$ cat src/rtl/core/double_ended_queue_macros.svh
// Assertion macros for the double-ended queue.
`ifndef DOUBLE_ENDED_QUEUE_MACROS_SVH
`define DOUBLE_ENDED_QUEUE_MACROS_SVH

`ifndef ASSERT_OFF
// Check a property on every rising edge, skipped while reset is high.
`define DQ_ASSERT(label, clk, rst, prop, msg) \
   label: assert property (@(posedge clk) disable iff (rst) prop) else $error(msg);
// Check a property on every rising edge, reset included.
`define DQ_ASSERT_ALWAYS(label, clk, prop, msg) \
   label: assert property (@(posedge clk) prop) else $error(msg);
`else
`define DQ_ASSERT(label, clk, rst, prop, msg)
`define DQ_ASSERT_ALWAYS(label, clk, prop, msg)
`endif

`endif

$ cat src/rtl/core/dq_pkg.sv
package dq_pkg;

   localparam int DQ_DEPTH = 16;

   localparam logic [2:0] KIND_PUSH_FRONT = 3'd0;
   localparam logic [2:0] KIND_PUSH_BACK  = 3'd1;
   localparam logic [2:0] KIND_POP_FRONT  = 3'd2;
   localparam logic [2:0] KIND_POP_BACK   = 3'd3;
   localparam logic [2:0] KIND_READ_ALL   = 3'd4;

   localparam logic [1:0] STATUS_OK    = 2'd0;
   localparam logic [1:0] STATUS_EMPTY = 2'd1;
   localparam logic [1:0] STATUS_FULL  = 2'd2;

   typedef enum logic [2:0] {
      ST_IDLE = 3'b001,
      ST_POP  = 3'b010,
      ST_DUMP = 3'b100
   } dq_state_type;

endpackage

$ cat src/rtl/core/double_ended_queue.sv
// Channel  | Dir | Payload                                           | Handshake
// ---------+-----+---------------------------------------------------+---------------------
// request  | in  | req_kind, req_value                               | req_valid, req_stall
// response | out | rsp_status, rsp_element, rsp_fill_count, rsp_last | rsp_valid, rsp_stall
//
// A push, a refused push and any pop or read-out of an empty queue are answered from ST_IDLE.
// A pop passes through ST_POP: the ring store's single read port returns registered data.
// A read-out streams its entries from ST_DUMP, one store read per entry.
// Reset (synchronous, active high) empties the queue; the slots themselves are not cleared.
// A stalled response holds the block: no new request and no further read-out reads.
`include "double_ended_queue_macros.svh"

module double_ended_queue
   import dq_pkg::*;
#(
   parameter int DEPTH = DQ_DEPTH
) (
   input  logic               clock,
   input  logic               reset,
   input  logic               req_valid,
   output logic               req_stall,
   input  logic [2:0]         req_kind,
   input  logic signed [31:0] req_value,
   output logic               rsp_valid,
   input  logic               rsp_stall,
   output logic [1:0]         rsp_status,
   output logic signed [31:0] rsp_element,
   output logic [4:0]         rsp_fill_count,
   output logic               rsp_last
);

   localparam int IW = (DEPTH > 1) ? $clog2(DEPTH) : 1;  // ring index
   localparam int CW = $clog2(DEPTH + 1);                // fill count 0..DEPTH

   // Ring position base + off, with off at most DEPTH.
   function automatic logic [IW-1:0] ring_pos(input logic [IW-1:0] base,
                                               input logic [CW-1:0] off);
      logic [CW:0] sum;
      sum = {{(CW + 1 - IW){1'b0}}, base} + {1'b0, off};
      if (sum >= (CW + 1)'(DEPTH)) begin
         sum = sum - (CW + 1)'(DEPTH);
      end
      return sum[IW-1:0];
   endfunction

   // Low five bits of a fill count.
   function automatic logic [4:0] fill5(input logic [CW-1:0] occ);
      logic [CW+4:0] wide;
      wide = {5'b0, occ};
      return wide[4:0];
   endfunction

   // Ring store: one write and one registered read per cycle.
   logic signed [31:0] slots_mem [DEPTH];
   logic signed [31:0] rd_data_ff;
   logic               wr_en;
   logic [IW-1:0]      wr_addr;
   logic               rd_en;
   logic [IW-1:0]      rd_addr;

   dq_state_type       state_ff, state_in;
   logic [IW-1:0]      front_ff, front_in;
   logic [CW-1:0]      occ_ff, occ_in;
   logic [CW-1:0]      dump_idx_ff, dump_idx_in;   // entry whose data sits in rd_data_ff

   logic               rsp_valid_ff, rsp_valid_in;
   logic [1:0]         rsp_status_ff, rsp_status_in;
   logic signed [31:0] rsp_element_ff, rsp_element_in;
   logic [4:0]         rsp_fill_ff, rsp_fill_in;
   logic               rsp_last_ff, rsp_last_in;

   logic               out_free;
   logic               req_accept;
   logic               is_full;
   logic               is_empty;
   logic [CW-1:0]      dump_next;
   logic               req_push;
   logic               push_refused;
   logic               push_taken;

   assign out_free   = !rsp_valid_ff || !rsp_stall;
   assign req_stall  = !((state_ff == ST_IDLE) && out_free);
   assign req_accept = req_valid && !req_stall;
   assign is_full    = (occ_ff >= CW'(DEPTH));
   assign is_empty   = (occ_ff == '0);
   assign dump_next  = dump_idx_ff + CW'(1);

   assign req_push     = (req_kind == KIND_PUSH_FRONT) || (req_kind == KIND_PUSH_BACK);
   assign push_refused = req_accept && req_push && is_full;
   assign push_taken   = req_accept && req_push && !is_full;

   always_comb begin
      state_in       = state_ff;
      front_in       = front_ff;
      occ_in         = occ_ff;
      dump_idx_in    = dump_idx_ff;
      wr_en          = 1'b0;
      wr_addr        = front_ff;
      rd_en          = 1'b0;
      rd_addr        = front_ff;
      // Drop the response once taken; a load below refills the register.
      rsp_valid_in   = rsp_valid_ff && rsp_stall;
      rsp_status_in  = rsp_status_ff;
      rsp_element_in = rsp_element_ff;
      rsp_fill_in    = rsp_fill_ff;
      rsp_last_in    = rsp_last_ff;

      case (state_ff)
         ST_IDLE: begin
            if (req_accept) begin
               case (req_kind)
                  KIND_PUSH_FRONT, KIND_PUSH_BACK: begin
                     rsp_valid_in   = 1'b1;
                     rsp_element_in = req_value;
                     rsp_last_in    = 1'b1;
                     if (is_full) begin
                        // Refuse the push, keep the state.
                        rsp_status_in = STATUS_FULL;
                        rsp_fill_in   = fill5(occ_ff);
                     end else begin
                        wr_en = 1'b1;
                        if (req_kind == KIND_PUSH_FRONT) begin
                           wr_addr  = ring_pos(front_ff, CW'(DEPTH - 1));
                           front_in = wr_addr;
                        end else begin
                           wr_addr = ring_pos(front_ff, occ_ff);
                        end
                        occ_in        = occ_ff + CW'(1);
                        rsp_status_in = STATUS_OK;
                        rsp_fill_in   = fill5(occ_ff + CW'(1));
                     end
                  end
                  KIND_POP_FRONT, KIND_POP_BACK, KIND_READ_ALL: begin
                     if (is_empty) begin
                        rsp_valid_in   = 1'b1;
                        rsp_status_in  = STATUS_EMPTY;
                        rsp_element_in = '0;
                        rsp_fill_in    = '0;
                        rsp_last_in    = 1'b1;
                     end else if (req_kind == KIND_READ_ALL) begin
                        // Read the front entry; stream the rest from ST_DUMP.
                        rd_en       = 1'b1;
                        rd_addr     = front_ff;
                        dump_idx_in = '0;
                        state_in    = ST_DUMP;
                     end else begin
                        rd_en = 1'b1;
                        if (req_kind == KIND_POP_FRONT) begin
                           rd_addr  = front_ff;
                           front_in = ring_pos(front_ff, CW'(1));
                        end else begin
                           rd_addr = ring_pos(front_ff, occ_ff - CW'(1));
                        end
                        occ_in   = occ_ff - CW'(1);
                        state_in = ST_POP;
                     end
                  end
                  default: begin
                     // Unused kind: drop the request, no response.
                  end
               endcase
            end
         end
         ST_POP: begin
            // Deliver the popped entry; occ_ff already holds the new count.
            if (out_free) begin
               rsp_valid_in   = 1'b1;
               rsp_status_in  = STATUS_OK;
               rsp_element_in = rd_data_ff;
               rsp_fill_in    = fill5(occ_ff);
               rsp_last_in    = 1'b1;
               state_in       = ST_IDLE;
            end
         end
         ST_DUMP: begin
            // Hold rd_data_ff until the response register frees, then advance.
            if (out_free) begin
               rsp_valid_in   = 1'b1;
               rsp_status_in  = STATUS_OK;
               rsp_element_in = rd_data_ff;
               rsp_fill_in    = fill5(occ_ff);
               rsp_last_in    = (dump_next == occ_ff);
               if (dump_next == occ_ff) begin
                  state_in = ST_IDLE;
               end else begin
                  rd_en       = 1'b1;
                  rd_addr     = ring_pos(front_ff, dump_next);
                  dump_idx_in = dump_next;
               end
            end
         end
         default: begin
            state_in = ST_IDLE;
         end
      endcase
   end

   // Store accesses come from separate requests, so a read never meets a
   // write to the same slot in the same cycle; no forwarding path is needed.
   always_ff @(posedge clock) begin
      if (wr_en) begin
         slots_mem[wr_addr] <= req_value;
      end
      if (rd_en) begin
         rd_data_ff <= slots_mem[rd_addr];
      end
   end

   always_ff @(posedge clock) begin
      if (reset) begin
         state_ff     <= ST_IDLE;
         front_ff     <= '0;
         occ_ff       <= '0;
         dump_idx_ff  <= '0;
         rsp_valid_ff <= 1'b0;
      end else begin
         state_ff     <= state_in;
         front_ff     <= front_in;
         occ_ff       <= occ_in;
         dump_idx_ff  <= dump_idx_in;
         rsp_valid_ff <= rsp_valid_in;
      end
   end

   always_ff @(posedge clock) begin
      rsp_status_ff  <= rsp_status_in;
      rsp_element_ff <= rsp_element_in;
      rsp_fill_ff    <= rsp_fill_in;
      rsp_last_ff    <= rsp_last_in;
   end

   assign rsp_valid      = rsp_valid_ff;
   assign rsp_status     = rsp_status_ff;
   assign rsp_element    = rsp_element_ff;
   assign rsp_fill_count = rsp_fill_ff;
   assign rsp_last       = rsp_last_ff;

   // Occupancy stays within the ring; the count is unknown until the first reset edge.
   `DQ_ASSERT_ALWAYS(a_occ_bound, clock, reset || (occ_ff <= CW'(DEPTH)), "occupancy beyond depth")

   // A read-out never walks past the held entries.
   `DQ_ASSERT(a_dump_bound, clock, reset, state_ff == ST_DUMP |-> dump_idx_ff < occ_ff, "dump overrun")

   // A refused push leaves the fill count alone.
   `DQ_ASSERT(a_full_hold, clock, reset, push_refused |=> $stable(occ_ff), "refused push moved fill")

   // An accepted push onto a non-full queue adds exactly one entry.
   `DQ_ASSERT(a_push_grow, clock, reset, push_taken |=> occ_ff == $past(occ_ff) + CW'(1), "push lost")

endmodule

$ cat config.mk
export PLATFORM = sky130hd
export DESIGN_NAME = double_ended_queue
export DESIGN_NICKNAME = d
export VERILOG_FILES = /design/src/rtl/core/dq_pkg.sv /design/src/rtl/core/double_ended_queue.sv
export VERILOG_INCLUDE_DIRS = /design/src /design/src/rtl/core
export SDC_FILE = /design/constraint.sdc
export NUM_CORES = 1
export LEC_CHECK = 0
export ABC_AREA = 1
export BUFFER_PORTS_ARGS = -buffer_cell sky130_fd_sc_hd__buf_2
export CAP_MARGIN = 40
export CORE_UTILIZATION = 40
export DETAILED_ROUTE_END_ITERATION = 6
export GPL_TIMING_DRIVEN = 0
export SKIP_CTS_REPAIR_TIMING = 1
export SYNTH_ARGS = -nofsm -noshare
export SYNTH_HDL_FRONTEND = slang
export SYNTH_SLANG_ARGS = --single-unit
$ cat constraint.sdc
create_clock -name clock -period 13.6 [get_ports clock]
set_input_delay 4.08 -clock clock [delete_from_list [all_inputs] [get_ports clock]]
set_output_delay 4.08 -clock clock [all_outputs]
set_load 0.03 [all_outputs]
== Yosys cells after proc, flatten, opt, wreduce, memory -nomap -nowiden ==
Memories as Yosys holds them, arrays and structs flattened. A register that Yosys moved wholly into a read port is not among the register bits.
Cells that the tools add are included.

* Eq/ne operators: 24
* Div/mod/pow operators: 0
* Bitwise logic cells: 0
* Multiplexer cells: 82
* Add/sub/neg operators: 13
* Multiply operators: 0
* Reductions and logical operators: 22
* Shift operators: 0
* $lt $le $gt $ge: 6

{| class="wikitable"
|+ Operator list
! cell !! number
|-
| $pmux W32 S2 || 2
|-
| $mux W32 || 3
|-
| $mux W4 || 22
|-
| $mux W5 || 12
|-
| $pmux W5 S2 || 4
|-
| $ne A2 B2 Y1 const B || 11
|-
| $mux W3 || 7
|-
| $sub A4 B1 Y4 const B || 5
|-
| $add A4 B5 Y6 || 3
|-
| $ge A6 B5 Y1 const B || 3
|-
| $mux W1 || 18
|-
| $pmux W4 S2 || 2
|-
| $ge A5 B5 Y1 const B || 3
|-
| $reduce_and A6 Y1 || 2
|-
| $add A5 B1 Y5 const B || 2
|-
| $reduce_and A5 Y1 || 2
|-
| $eq A3 B2 Y1 const B || 3
|-
| $pmux W3 S3 || 1
|-
| $mux W2 || 4
|-
| $pmux W1 S2 || 4
|-
| $pmux W2 S2 || 2
|-
| $reduce_and A8 Y1 || 1
|-
| $reduce_and A7 Y1 || 1
|-
| $eq A3 B1 Y1 const B || 2
|-
| other kinds (18) || 28
|}

* Bits of input ports: 39
* Bits in writable memories: 512
* Logic and storage cells: 157
* Latch bits: 0
* Memory bits (read-only): 0
* Output and inout port bits: 42
* Memories kept: 1
* Bits in registers: 58

{| class="wikitable"
|+ Memories
! memory !! depth !! width !! read ports !! clocked after Yosys merged registers in !! wr ports !! RTL line !! source
|-
| slots_mem || 16 || 32 || 1 || 1 || 1 || double_ended_queue.sv:54 || <nowiki>logic signed [31:0] slots_mem [DEPTH];</nowiki>
|}

== Longest topological paths before layout ==
Gate-level depths: netlist (run 1).

* Depth in word-level cells: 10
* Depth in mapped cells: 20
* Gate-level depth less buffers: 18

== Worst setup path after synthesis (run 1) ==
No wires, ideal clock.

* Path type: in2out
* Start: input rsp_stall
* End: output req_stall
* Data required time: 9.520 ns
* Path slack: 5.098 ns
* Buffers on the path: 0
* Data arrival time: 4.422 ns
* Stages on the path: 2
* Cells stage by stage: nand2_2 nand2_1

* Cells in the longest elaborated chain, start to end: 4

{| class="wikitable"
|+ RTL lines
! what !! RTL line !! source
|-
| from (decl) || double_ended_queue.sv:25 || <nowiki>input logic rsp_stall,</nowiki>
|-
| $logic_not A1 Y1 || double_ended_queue.sv:81 || <nowiki>assign out_free = !rsp_valid_ff || !rsp_stall;</nowiki>
|-
| $logic_or A1 B1 Y1 || double_ended_queue.sv:81 ||
|-
| $logic_and A1 B1 Y1 || double_ended_queue.sv:82 || <nowiki>assign req_stall = !((state_ff == ST_IDLE) && out_free);</nowiki>
|-
| $logic_not A1 Y1 || double_ended_queue.sv:82 ||
|-
| to (decl) || double_ended_queue.sv:21 || <nowiki>output logic req_stall,</nowiki>
|}

Every way passes these cells.

== Final worst setup path (run 1) ==
Ends and elaborated chain as after synthesis.

==> results of run 1 <==
-- logic make-up (layout without fill, tap and decap cells) --
family                   after synthesis  count (layout)  share of synthesized area, %
AO/OA/AOI/OAI                         65              65                          1.43
XOR/XNOR                              14              14                         0.461
adder cells (fa/ha/maj)               17              17                         0.885
buffers and inverters                450             670                          6.99
flip-flops                           602             602                          67.3
AND/OR/NAND/NOR                     1379            1379                          22.9
-- cells in the final DEF, fill, tap and decap left out, types with 4 or more instances in the layout --
| cell type | n |
|---|---|
| nand2_1 | 682 |
| nand3_1 | 628 |
| edfxtp_1 | 584 |
| inv_1 | 295 |
| buf_2 | 168 |
| clkbuf_16 | 69 |
| clkbuf_1 | 55 |
| nor2_1 | 25 |
| o21ai_0 | 24 |
| a21oi_1 | 19 |
| dfxtp_1 | 18 |
| nor2_4 | 17 |
| ha_1 | 14 |
| clkinv_2 | 12 |
| buf_4 | 11 |
| buf_16 | 11 |
| clkinv_1 | 10 |
| buf_12 | 9 |
| inv_2 | 8 |
| xor2_1 | 7 |
| xnor2_1 | 7 |
| bufinv_16 | 6 |
| nor3_1 | 5 |
| nand4_1 | 5 |
| buf_6 | 5 |
| o211ai_1 | 5 |
| nand3_2 | 4 |
| a31oi_1 | 4 |
-- metal layers --
metal / vias to the layer above / track usage (%) / wire length, um
li1: 8899 / - / -
met1: 9540 / 33.2 / 33300
met2: 1051 / 40.6 / 39200
met3: 181 / 4.21 / 7860
met4: 0 / 9.56 / 2850
met5: - / 0 / 0
-- layout make-up --
type | count | area (um2)
well taps | 864 | 1080
clock buffers | 81 | 1770
plain buffers | 146 | 718
flip-flops and latches | 602 | 17900
inverters | 304 | 1140
clock inverters | 34 | 359
repair buffers | 105 | 943
fillers | 5910 | 34900
multi-input cells | 1475 | 6970
-- critical path, cell delays in order --
cell and delay, ns:
buf_2 0.10, nand2_2 0.15, nand2_1 0.07, buf_2 0.18
-- final timing paths --
kind / from / to / depth (start not counted)
setup / recovery: rsp_stall / req_stall / 4
hold / removal: dump_idx_ff[4] / dump_idx_ff[4] / 2
setup reg to reg: state_ff[0] / slots_mem[2][22] / 9
hold reg to reg: dump_idx_ff[4] / dump_idx_ff[4] / 2
-- sequential cells by signal (all words and copies together) (netlist names) --
register	cells
rsp_last	1
front_ff	4
slots_mem	512
rsp_fill_count	5
rd_data_ff	32
dump_idx_ff	5
state_ff	3
rsp_status	2
occ_ff	5
rsp_element	32
rsp_valid	1
-- stage by stage --
stage               area [um2]  hold WS, ns  utilization (%)
floorplan                26600        0.453                -
detailed placement       28700        0.478             43.7
CTS                      30900        0.486             47.0
global route             30900        0.533             47.0
global placement         28100        0.472             42.7
finish                   30900        0.487             47.0
-- power by group through the flow --
stage               clock network [mW]  logic [mW]  registers [mW]
CTS                               1.81        2.97            2.21
floorplan                            0        1.76            2.32
finish                            1.80        2.99            2.21
detailed placement                   0        2.96            2.25
global route                      1.88        3.25            2.21
global placement                     0        2.86            2.26
==> impl_metrics.toml, run 1 <==
[pwr]
clkPwrFrac_pct = 25.7
p_leak_nw = 12.5
p_comb_share_pct = 42.7
pwr-share-seq_pct = 31.5
power_density_mw_per_mm2 = 226
power_switching_mw = 2.98
switching_share_pct = 42.6
p_total_mw = 6.99
intPower_mw = 4.01
ir_drop_uv = 121

[cts]
cts-buffers-inserted = 66
cts.sinks = 602
cts_tree = "yes"
clk_pin_slew_ns = 0.06
clk_path_buf_depth = 3
clk_latency_ns = 0.61
cts_root_buf = "clkbuf_16"
htree_levels = 3

[sta]
min_period_ns = 8.66
fin_ws_ns = 4.94
final_hold_viol_count = 0
fin_crit_sh_pct = 63.7
setup_violations = 0
timing.final.max_slew_violations = 0
tightest_slew_ns = 0.865
finClkSkew_ns = 0.0251
fin_tns_setup_ns = 0
fmax_mhz = 115
rsz0062_at_grt = "no"
max-slew-margin-rel_pct = 42.1

[floorplanning]
rows = 94
die_w_um = 260
start_util_pct = 40.4
die_h_um = 260
die-area_mm2 = 0.0675
ios = 81
coreArea_mm2 = 0.0657

[worst_setup_path]
arrival_ns = 4.58
cp.required_ns = 9.52
cp_max_fo = 7
reg2reg_slack_ns = 9.90
setup.worst_path.class = "input pin to output port"
critPathLaunchType = "input pin"
end_kind = "output port"

[final_layout]
n_antenna_cell = 0
fin_cells = 3611
areaGrowthSynthToFinish_pct = 16.2
finalNetCount = 2756
final_layout_size_suffix_gt1_share_pct = 12.6

[yosys]
ys_seq_area_share_pct = 67.3
syn_inst = 2527
yosys_most_used_dff = "edfxtp_1"
synth_common_cells = "682 x nand2_1, 628 x nand3_1, 584 x edfxtp_1"
synth_top_area_share_pct = 66.0
syn_nets = 2583
yosys_warnings = 0
synth.most_common_cell = "nand2_1"
avgSynthCellArea_um2 = 10.5
yosys.area.top_type = "edfxtp_1"
synthesis.area_mm2 = 0.0266
synth_area_leaders = "edfxtp_1 66%, nand3_1 12%, nand2_1 9.6%"
synth_cell_types = 42
async_flop_share_pct = 0
synth_edf_count = 584
ys_ff_latch = 602

[route]
via_count = 19700
first_iter_violations = 2421
dr.pass1.iters = 6
wl_per_cell_um = 23.0
wirelength_um = 83200
ant_nets = 0
vias_per_cell = 5.45
drc = 0

[place]
dp_hpwl_um = 55000
dp_slack_ns = 4.94
place_inst = 3496
portBuffers = 80
routabilityCongestion = 0.896

[grt]
grt_pass1_vias = 19200
gr-usage-all-layers_pct = 24.9
antenna_found_initial = 0
grt.overflow.total = 0
grt_first_pass_wirelength_um = 123000
grt_max_degree = 21

[run]
maxCapViolCount = 0

[outcome]
outcome = "finished clean"

[worst_hold_path]
hold_path.class = "register to register"
No activity file was read; power rests on OpenSTA's default activity.
==> run 2: changes to the inputs <==
Settings changed: ABC_AREA 1 to 0.
Clock period 13.6 ns to 7.4 ns, I/O delays scaled along.
==> run 2 against run 1 <==
Against the previous run: flip-flop and latch count did not move; setup slack got worse by 2.7 ns; non-clock buffer count fell by 43; total power rose by 21%; clock-buffer cell count did not move; first-iteration DRC count fell by 46%.
==> impl_metrics.toml, run 2 <==
[cts]
cts-buffers-inserted = 66
clk_path_buf_depth = 3
cts_root_buf = "clkbuf_16"
htree_levels = 3
clk_pin_slew_ns = 0.06
clk_latency_ns = 0.59
cts.sinks = 602
cts_tree = "yes"

[route]
wl_per_cell_um = 23.8
drc = 0
wirelength_um = 63100
via_count = 15000
vias_per_cell = 5.65
dr.pass1.iters = 6
first_iter_violations = 1308
ant_nets = 0

[yosys]
yosys.area.top_type = "edfxtp_1"
synth_top_area_share_pct = 72.2
synthXorXnorAreaFrac_pct = 0.995
syn_inst = 1662
synthMuxAreaShare_pct = 3.92
synthAdderAreaFrac_pct = 0.969
synth_common_cells = "584 x edfxtp_1, 292 x nand2_1, 136 x a21oi_1"
synth_top_family_by_area = "compound AO/OA/AOI/OAI gates"
synth_compound_area_share_pct = 10.0
async_flop_share_pct = 0
yosys_most_used_dff = "edfxtp_1"
synth_edf_count = 584
syn_nets = 1718
ys_seq_area_share_pct = 73.7
synthesis.area_mm2 = 0.0243
ys_ff_latch = 602
synthSimpleGateAreaFrac_pct = 8.08
yosys_warnings = 0
synth_cell_types = 54
synth.most_common_cell = "edfxtp_1"
avgSynthCellArea_um2 = 14.6
synth_area_leaders = "edfxtp_1 72%, nand2_1 4.5%, mux2i_1 3.9%"

[floorplanning]
rows = 89
die-area_mm2 = 0.0617
die_w_um = 248
coreArea_mm2 = 0.0595
start_util_pct = 40.8
die_h_um = 248
ios = 81

[sta]
min_period_ns = 5.14
tightest_slew_ns = 0.951
fin_tns_setup_ns = 0
fin_crit_sh_pct = 69.4
fmax_mhz = 195
max-slew-margin-rel_pct = 35.7
setup_violations = 0
final_hold_viol_count = 0
rsz0062_at_grt = "no"
timing.final.max_slew_violations = 0
finClkSkew_ns = 0.0217

[worst_setup_path]
cp.required_ns = 7.70
critPathLaunchType = "input pin"
cp_num_buf_inv = 5
cpMaxStageDelayCell = "a21boi_0"
crit_family = "compound AO/OA/AOI/OAI gates"
worst_path_most_repeated_cell = "buf_2"
path_depth = 12
r2r-end = "rd_data_ff[29]"
reg2reg_from = "occ_ff[0]"
endpoint = "rd_data_ff[17]"
arrival_ns = 5.43
cp_cell_sequence = "buf_2 > a21boi_0 > and4_4 > a211o_1 > o211a_1 > buf_2 > buf_4 > buf_2 > buf_2 > nand3_1 > a32oi_1 > o221ai_1"
setup.worst_path.class = "input pin to register"
cp_max_fo = 10
end_kind = "register"
rr_worst_depth = 11
cp_slowest_stage_delay_ns = 0.46
reg2reg_slack_ns = 2.99
crit_start = "req_valid"

[final_layout]
finalNetCount = 1892
final_layout_size_suffix_gt1_share_pct = 13.8
nFillCells = 5132
final_common_cell = "edfxtp_1"
layout_common_cells = "584 x edfxtp_1, 292 x nand2_1, 136 x a21oi_1"
largest_reg_flops = 512
final_util_pct = 47.8
n_antenna_cell = 0
areaGrowthSynthToFinish_pct = 17.1
seqCellArea_mm2 = 0.0179
multiInputGateArea_mm2 = 0.00597
regMostFlops = "slots_mem"
fin_cells = 2655

[pwr]
p_total_mw = 8.44
power_density_mw_per_mm2 = 297
p_leak_nw = 9.88
power_switching_mw = 2.25
intPower_mw = 6.20
ir_drop_uv = 259
switching_share_pct = 26.6
p_comb_share_pct = 16.0
clkPwrFrac_pct = 37.5
pwr-share-seq_pct = 46.4

[place]
portBuffers = 78
place_inst = 2539
routabilityCongestion = 0.866
dp_hpwl_um = 42500

[grt]
antenna_found_initial = 0
grt_first_pass_wirelength_um = 93700
grt.overflow.total = 0
grt_pass1_vias = 15000
grt_max_degree = 25
gr-usage-all-layers_pct = 20.8

[worst_hold_path]
hold_path.class = "register to register"

[run]
maxCapViolCount = 0

[outcome]
outcome = "finished clean"
-- run 2: power groups by stage --
| stage | Clock, mW | Combinational (mW) | Sequential (mW) |
|---|---|---|---|
| after floorplan | 0 | 0.727 | 4.10 |
| after CTS | 3.21 | 1.36 | 3.92 |
| after detailed placement | 0 | 1.36 | 3.99 |
| final | 3.17 | 1.35 | 3.92 |
| after global placement | 0 | 1.28 | 4.01 |
| after global routing | 3.33 | 1.46 | 3.93 |
-- run 2: layer usage --
metal	up-vias	GRT usage [%]	wire, um
li1	6733	-	-
met1	7601	27.8	27000
met2	550	33.4	29800
met3	130	4.30	4260
met4	0	7.44	2080
met5	-	0	0
-- run 2: kinds of logic (layout without fill, tap and decap cells) --
group / count (synthesis) / count (layout)
buffers and inverters: 115 / 335
flip-flops: 602 / 602
adder cells (fa/ha/maj): 17 / 17
AO/OA/AOI/OAI: 348 / 348
AND/OR/NAND/NOR: 459 / 459
multiplexers: 95 / 95
XOR/XNOR: 26 / 26
-- run 2: worst min path at each step --
stage / startpoint / to / slack (ns) / cells past startpoint
global placement: dump_idx_ff[4] / dump_idx_ff[4] / 0.49 / 2
global route: dump_idx_ff[4] / dump_idx_ff[4] / 0.54 / 2
floorplan: dump_idx_ff[4] / dump_idx_ff[4] / 0.47 / 2
CTS: dump_idx_ff[4] / dump_idx_ff[4] / 0.50 / 2
finish: dump_idx_ff[4] / dump_idx_ff[4] / 0.50 / 2
detailed placement: dump_idx_ff[4] / dump_idx_ff[4] / 0.50 / 2
-- run 2: final cells by class --
class | count | area share, %
clock buffers | 81 | 6.23
repair buffers | 106 | 3.42
multi-input cells | 945 | 21.0
plain buffers | 102 | 1.78
inverters | 13 | 0.172
flip-flops and latches | 602 | 63.0
clock inverters | 33 | 0.999
well taps | 773 | 3.40
-- run 2: per-stage QoR --
stage               hold WS, ns  worst slack [ns]  instance area, um2
floorplan                 0.470              1.38               24300
finish                    0.504              2.26               28400
global placement          0.493             -1.77               25600
detailed placement        0.498              1.27               26300
global route              0.545              2.01               28400
CTS                       0.505              1.90               28400
-- run 2: worst min-delay path, delay by kind of cell (launching register included) --
family | cells | cell delay, ns
flops | 1 | 0.32
compound gates | 2 | 0.13
==> run 3: changes to the inputs <==
Clock period 7.4 ns to 4.3 ns, I/O delays scaled along.
==> run 3 against run 2 <==
Against the previous run: via count is 0.50% lower; largest cell class unchanged; sequential power is 72% higher; core utilization hardly changed; clock-buffer cell count is 12 lower; first-iteration DRC count is 0.46% lower; critical path depth is 3 lower; sequential share of layout area is 0.061 points lower; global-route usage is 0.39 points lower.
==> impl_metrics.toml, run 3 (synthesized netlist as in run 2, its figures left out) <==
[floorplanning]
die_w_um = 248
ios = 81
die_h_um = 248
coreArea_mm2 = 0.0595
start_util_pct = 40.8
rows = 89
die-area_mm2 = 0.0617

[worst_setup_path]
cp_num_buf_inv = 2
arrival_ns = 4.50
setup.worst_path.class = "input pin to register"
cpMaxStageDelayCell = "nor4_2"
cp_cell_sequence = "buf_2 > a21boi_0 > nand2_1 > nor4_2 > o21ai_0 > xor2_1 > nand2_1 > nor2_4 > buf_16"
cp_slowest_stage_delay_ns = 0.60
critPathLaunchType = "input pin"
worst_path_most_repeated_cell = "nand2_1"
crit_family = "simple AND/OR/NAND/NOR gates"
end_kind = "register"
cp_max_fo = 18
cp.required_ns = 4.62

[final_layout]
areaGrowthSynthToFinish_pct = 17.2
final_layout_size_suffix_gt1_share_pct = 14.6
n_antenna_cell = 0
finalNetCount = 1898
layout_common_cells = "584 x edfxtp_1, 292 x nand2_1, 136 x a21oi_1"
largest_reg_flops = 512
regMostFlops = "slots_mem"
fin_cells = 2660
final_common_cell = "edfxtp_1"
nFillCells = 5133

[pwr]
ir_drop_uv = 293
intPower_mw = 10.3
p_leak_nw = 9.89
p_comb_share_pct = 16.3
switching_share_pct = 26.9
clkPwrFrac_pct = 36.0
power_switching_mw = 3.81
power_density_mw_per_mm2 = 498
pwr-share-seq_pct = 47.6

[place]
routabilityCongestion = 0.845
dp_hpwl_um = 41900
place_inst = 2539
dp_slack_ns = -0.801
portBuffers = 78

[sta]
max-slew-margin-rel_pct = 38.6
fin_crit_sh_pct = 97.3
final_hold_viol_count = 0
min_period_ns = 4.18
fmax_mhz = 239
setup_violations = 0
fin_ws_ns = 0.117
timing.final.max_slew_violations = 0
finClkSkew_ns = 0.0133
tightest_slew_ns = 0.919

[grt]
grt_max_degree = 25
grt.overflow.total = 0
gr-usage-all-layers_pct = 20.4
grt_pass1_vias = 14700
grt_first_pass_wirelength_um = 92600
antenna_found_initial = 2

[cts]
clk_pin_slew_ns = 0.06
clk_latency_ns = 0.63
cts.sinks = 602
clk_path_buf_depth = 3
cts_root_buf = "clkbuf_16"
htree_levels = 2
cts-buffers-inserted = 60
cts_tree = "yes"

[route]
drc = 0
dr.pass1.iters = 7
wirelength_um = 62500
ant_nets = 0
first_iter_violations = 1302
wl_per_cell_um = 23.5
vias_per_cell = 5.62
via_count = 14900

[run]
maxCapViolCount = 0

[worst_hold_path]
hold_path.class = "register to register"

[outcome]
outcome = "finished clean"
run 3: cell types whose count changed in the layout (fill, tap and decap cells not counted), sizes merged:
cell	change
buf	+11
clkinv	+2
clkinvlp	+2
clkbuf	-11
bufinv	+1
run 3: routing by layer:
metal	vias up	part of all wire [%]	global-route usage, %
met5	-	0	0
met4	0	2.5	5.97
met3	107	5.9	2.80
met2	531	48	33.7
met1	7562	43	28.0
li1	6739	-	-
run 3: layout make-up:
class / instances / area (um2) / share of cell area, %
clock buffer: 69 / 1540 / 5.40
tap: 773 / 967 / 3.40
clock inverter: 38 / 358 / 1.26
multi-input combinational: 945 / 5980 / 21.0
inverter: 13 / 48.8 / 0.172
timing repair buffer: 118 / 1150 / 4.04
sequential: 602 / 17900 / 62.9
buffer: 102 / 507 / 1.78
run 3: worst paths after layout:
kind	cells after the start	to	slack, ns	start
hold reg to reg	2	dump_idx_ff[4]	0.50	dump_idx_ff[4]
setup / recovery	9	slots_mem[5][7]	0.12	req_valid
setup reg to reg	13	rd_data_ff[17]	0.24	occ_ff[0]
hold / removal	2	dump_idx_ff[4]	0.50	dump_idx_ff[4]
run 3: power by group through the flow:
| stage | Sequential, mW | Clock, mW | Combinational (mW) |
|---|---|---|---|
| after detailed placement | 6.87 | 0 | 2.31 |
| after global routing | 6.76 | 5.40 | 2.50 |
| final | 6.74 | 5.10 | 2.31 |
| after CTS | 6.75 | 5.20 | 2.31 |
| after floorplan | 7.05 | 0 | 1.25 |
| after global placement | 6.89 | 0 | 2.19 |
run 3: per-stage QoR:
stage | utilization, % | instance area [um2] | total power, mW | hold WS [ns] | TNS, ns
floorplan | - | 24300 | 8.31 | 0.470 | -160.53
finish | 47.8 | 28400 | 14.2 | 0.505 | 0
detailed placement | 44.2 | 26300 | 9.17 | 0.492 | -317.00
global placement | 43.1 | 25600 | 9.09 | 0.493 | -1224.53
global route | 47.8 | 28400 | 14.7 | 0.559 | -0.0523
CTS | 47.4 | 28200 | 14.3 | 0.503 | -18.87
run 3: worst register-to-register path, cell delays in order (launching register included):
cell and delay (ns):
dfxtp_1 0.53, inv_1 0.16, ha_1 0.39, inv_1 0.06, ha_1 0.27, a21o_1 0.18, a21oi_1 0.17, xnor2_1 0.12
a32oi_1 0.24, xor2_1 0.16, nor2_1 0.57, clkbuf_1 0.65, a32oi_1 0.25, o221ai_1 0.13
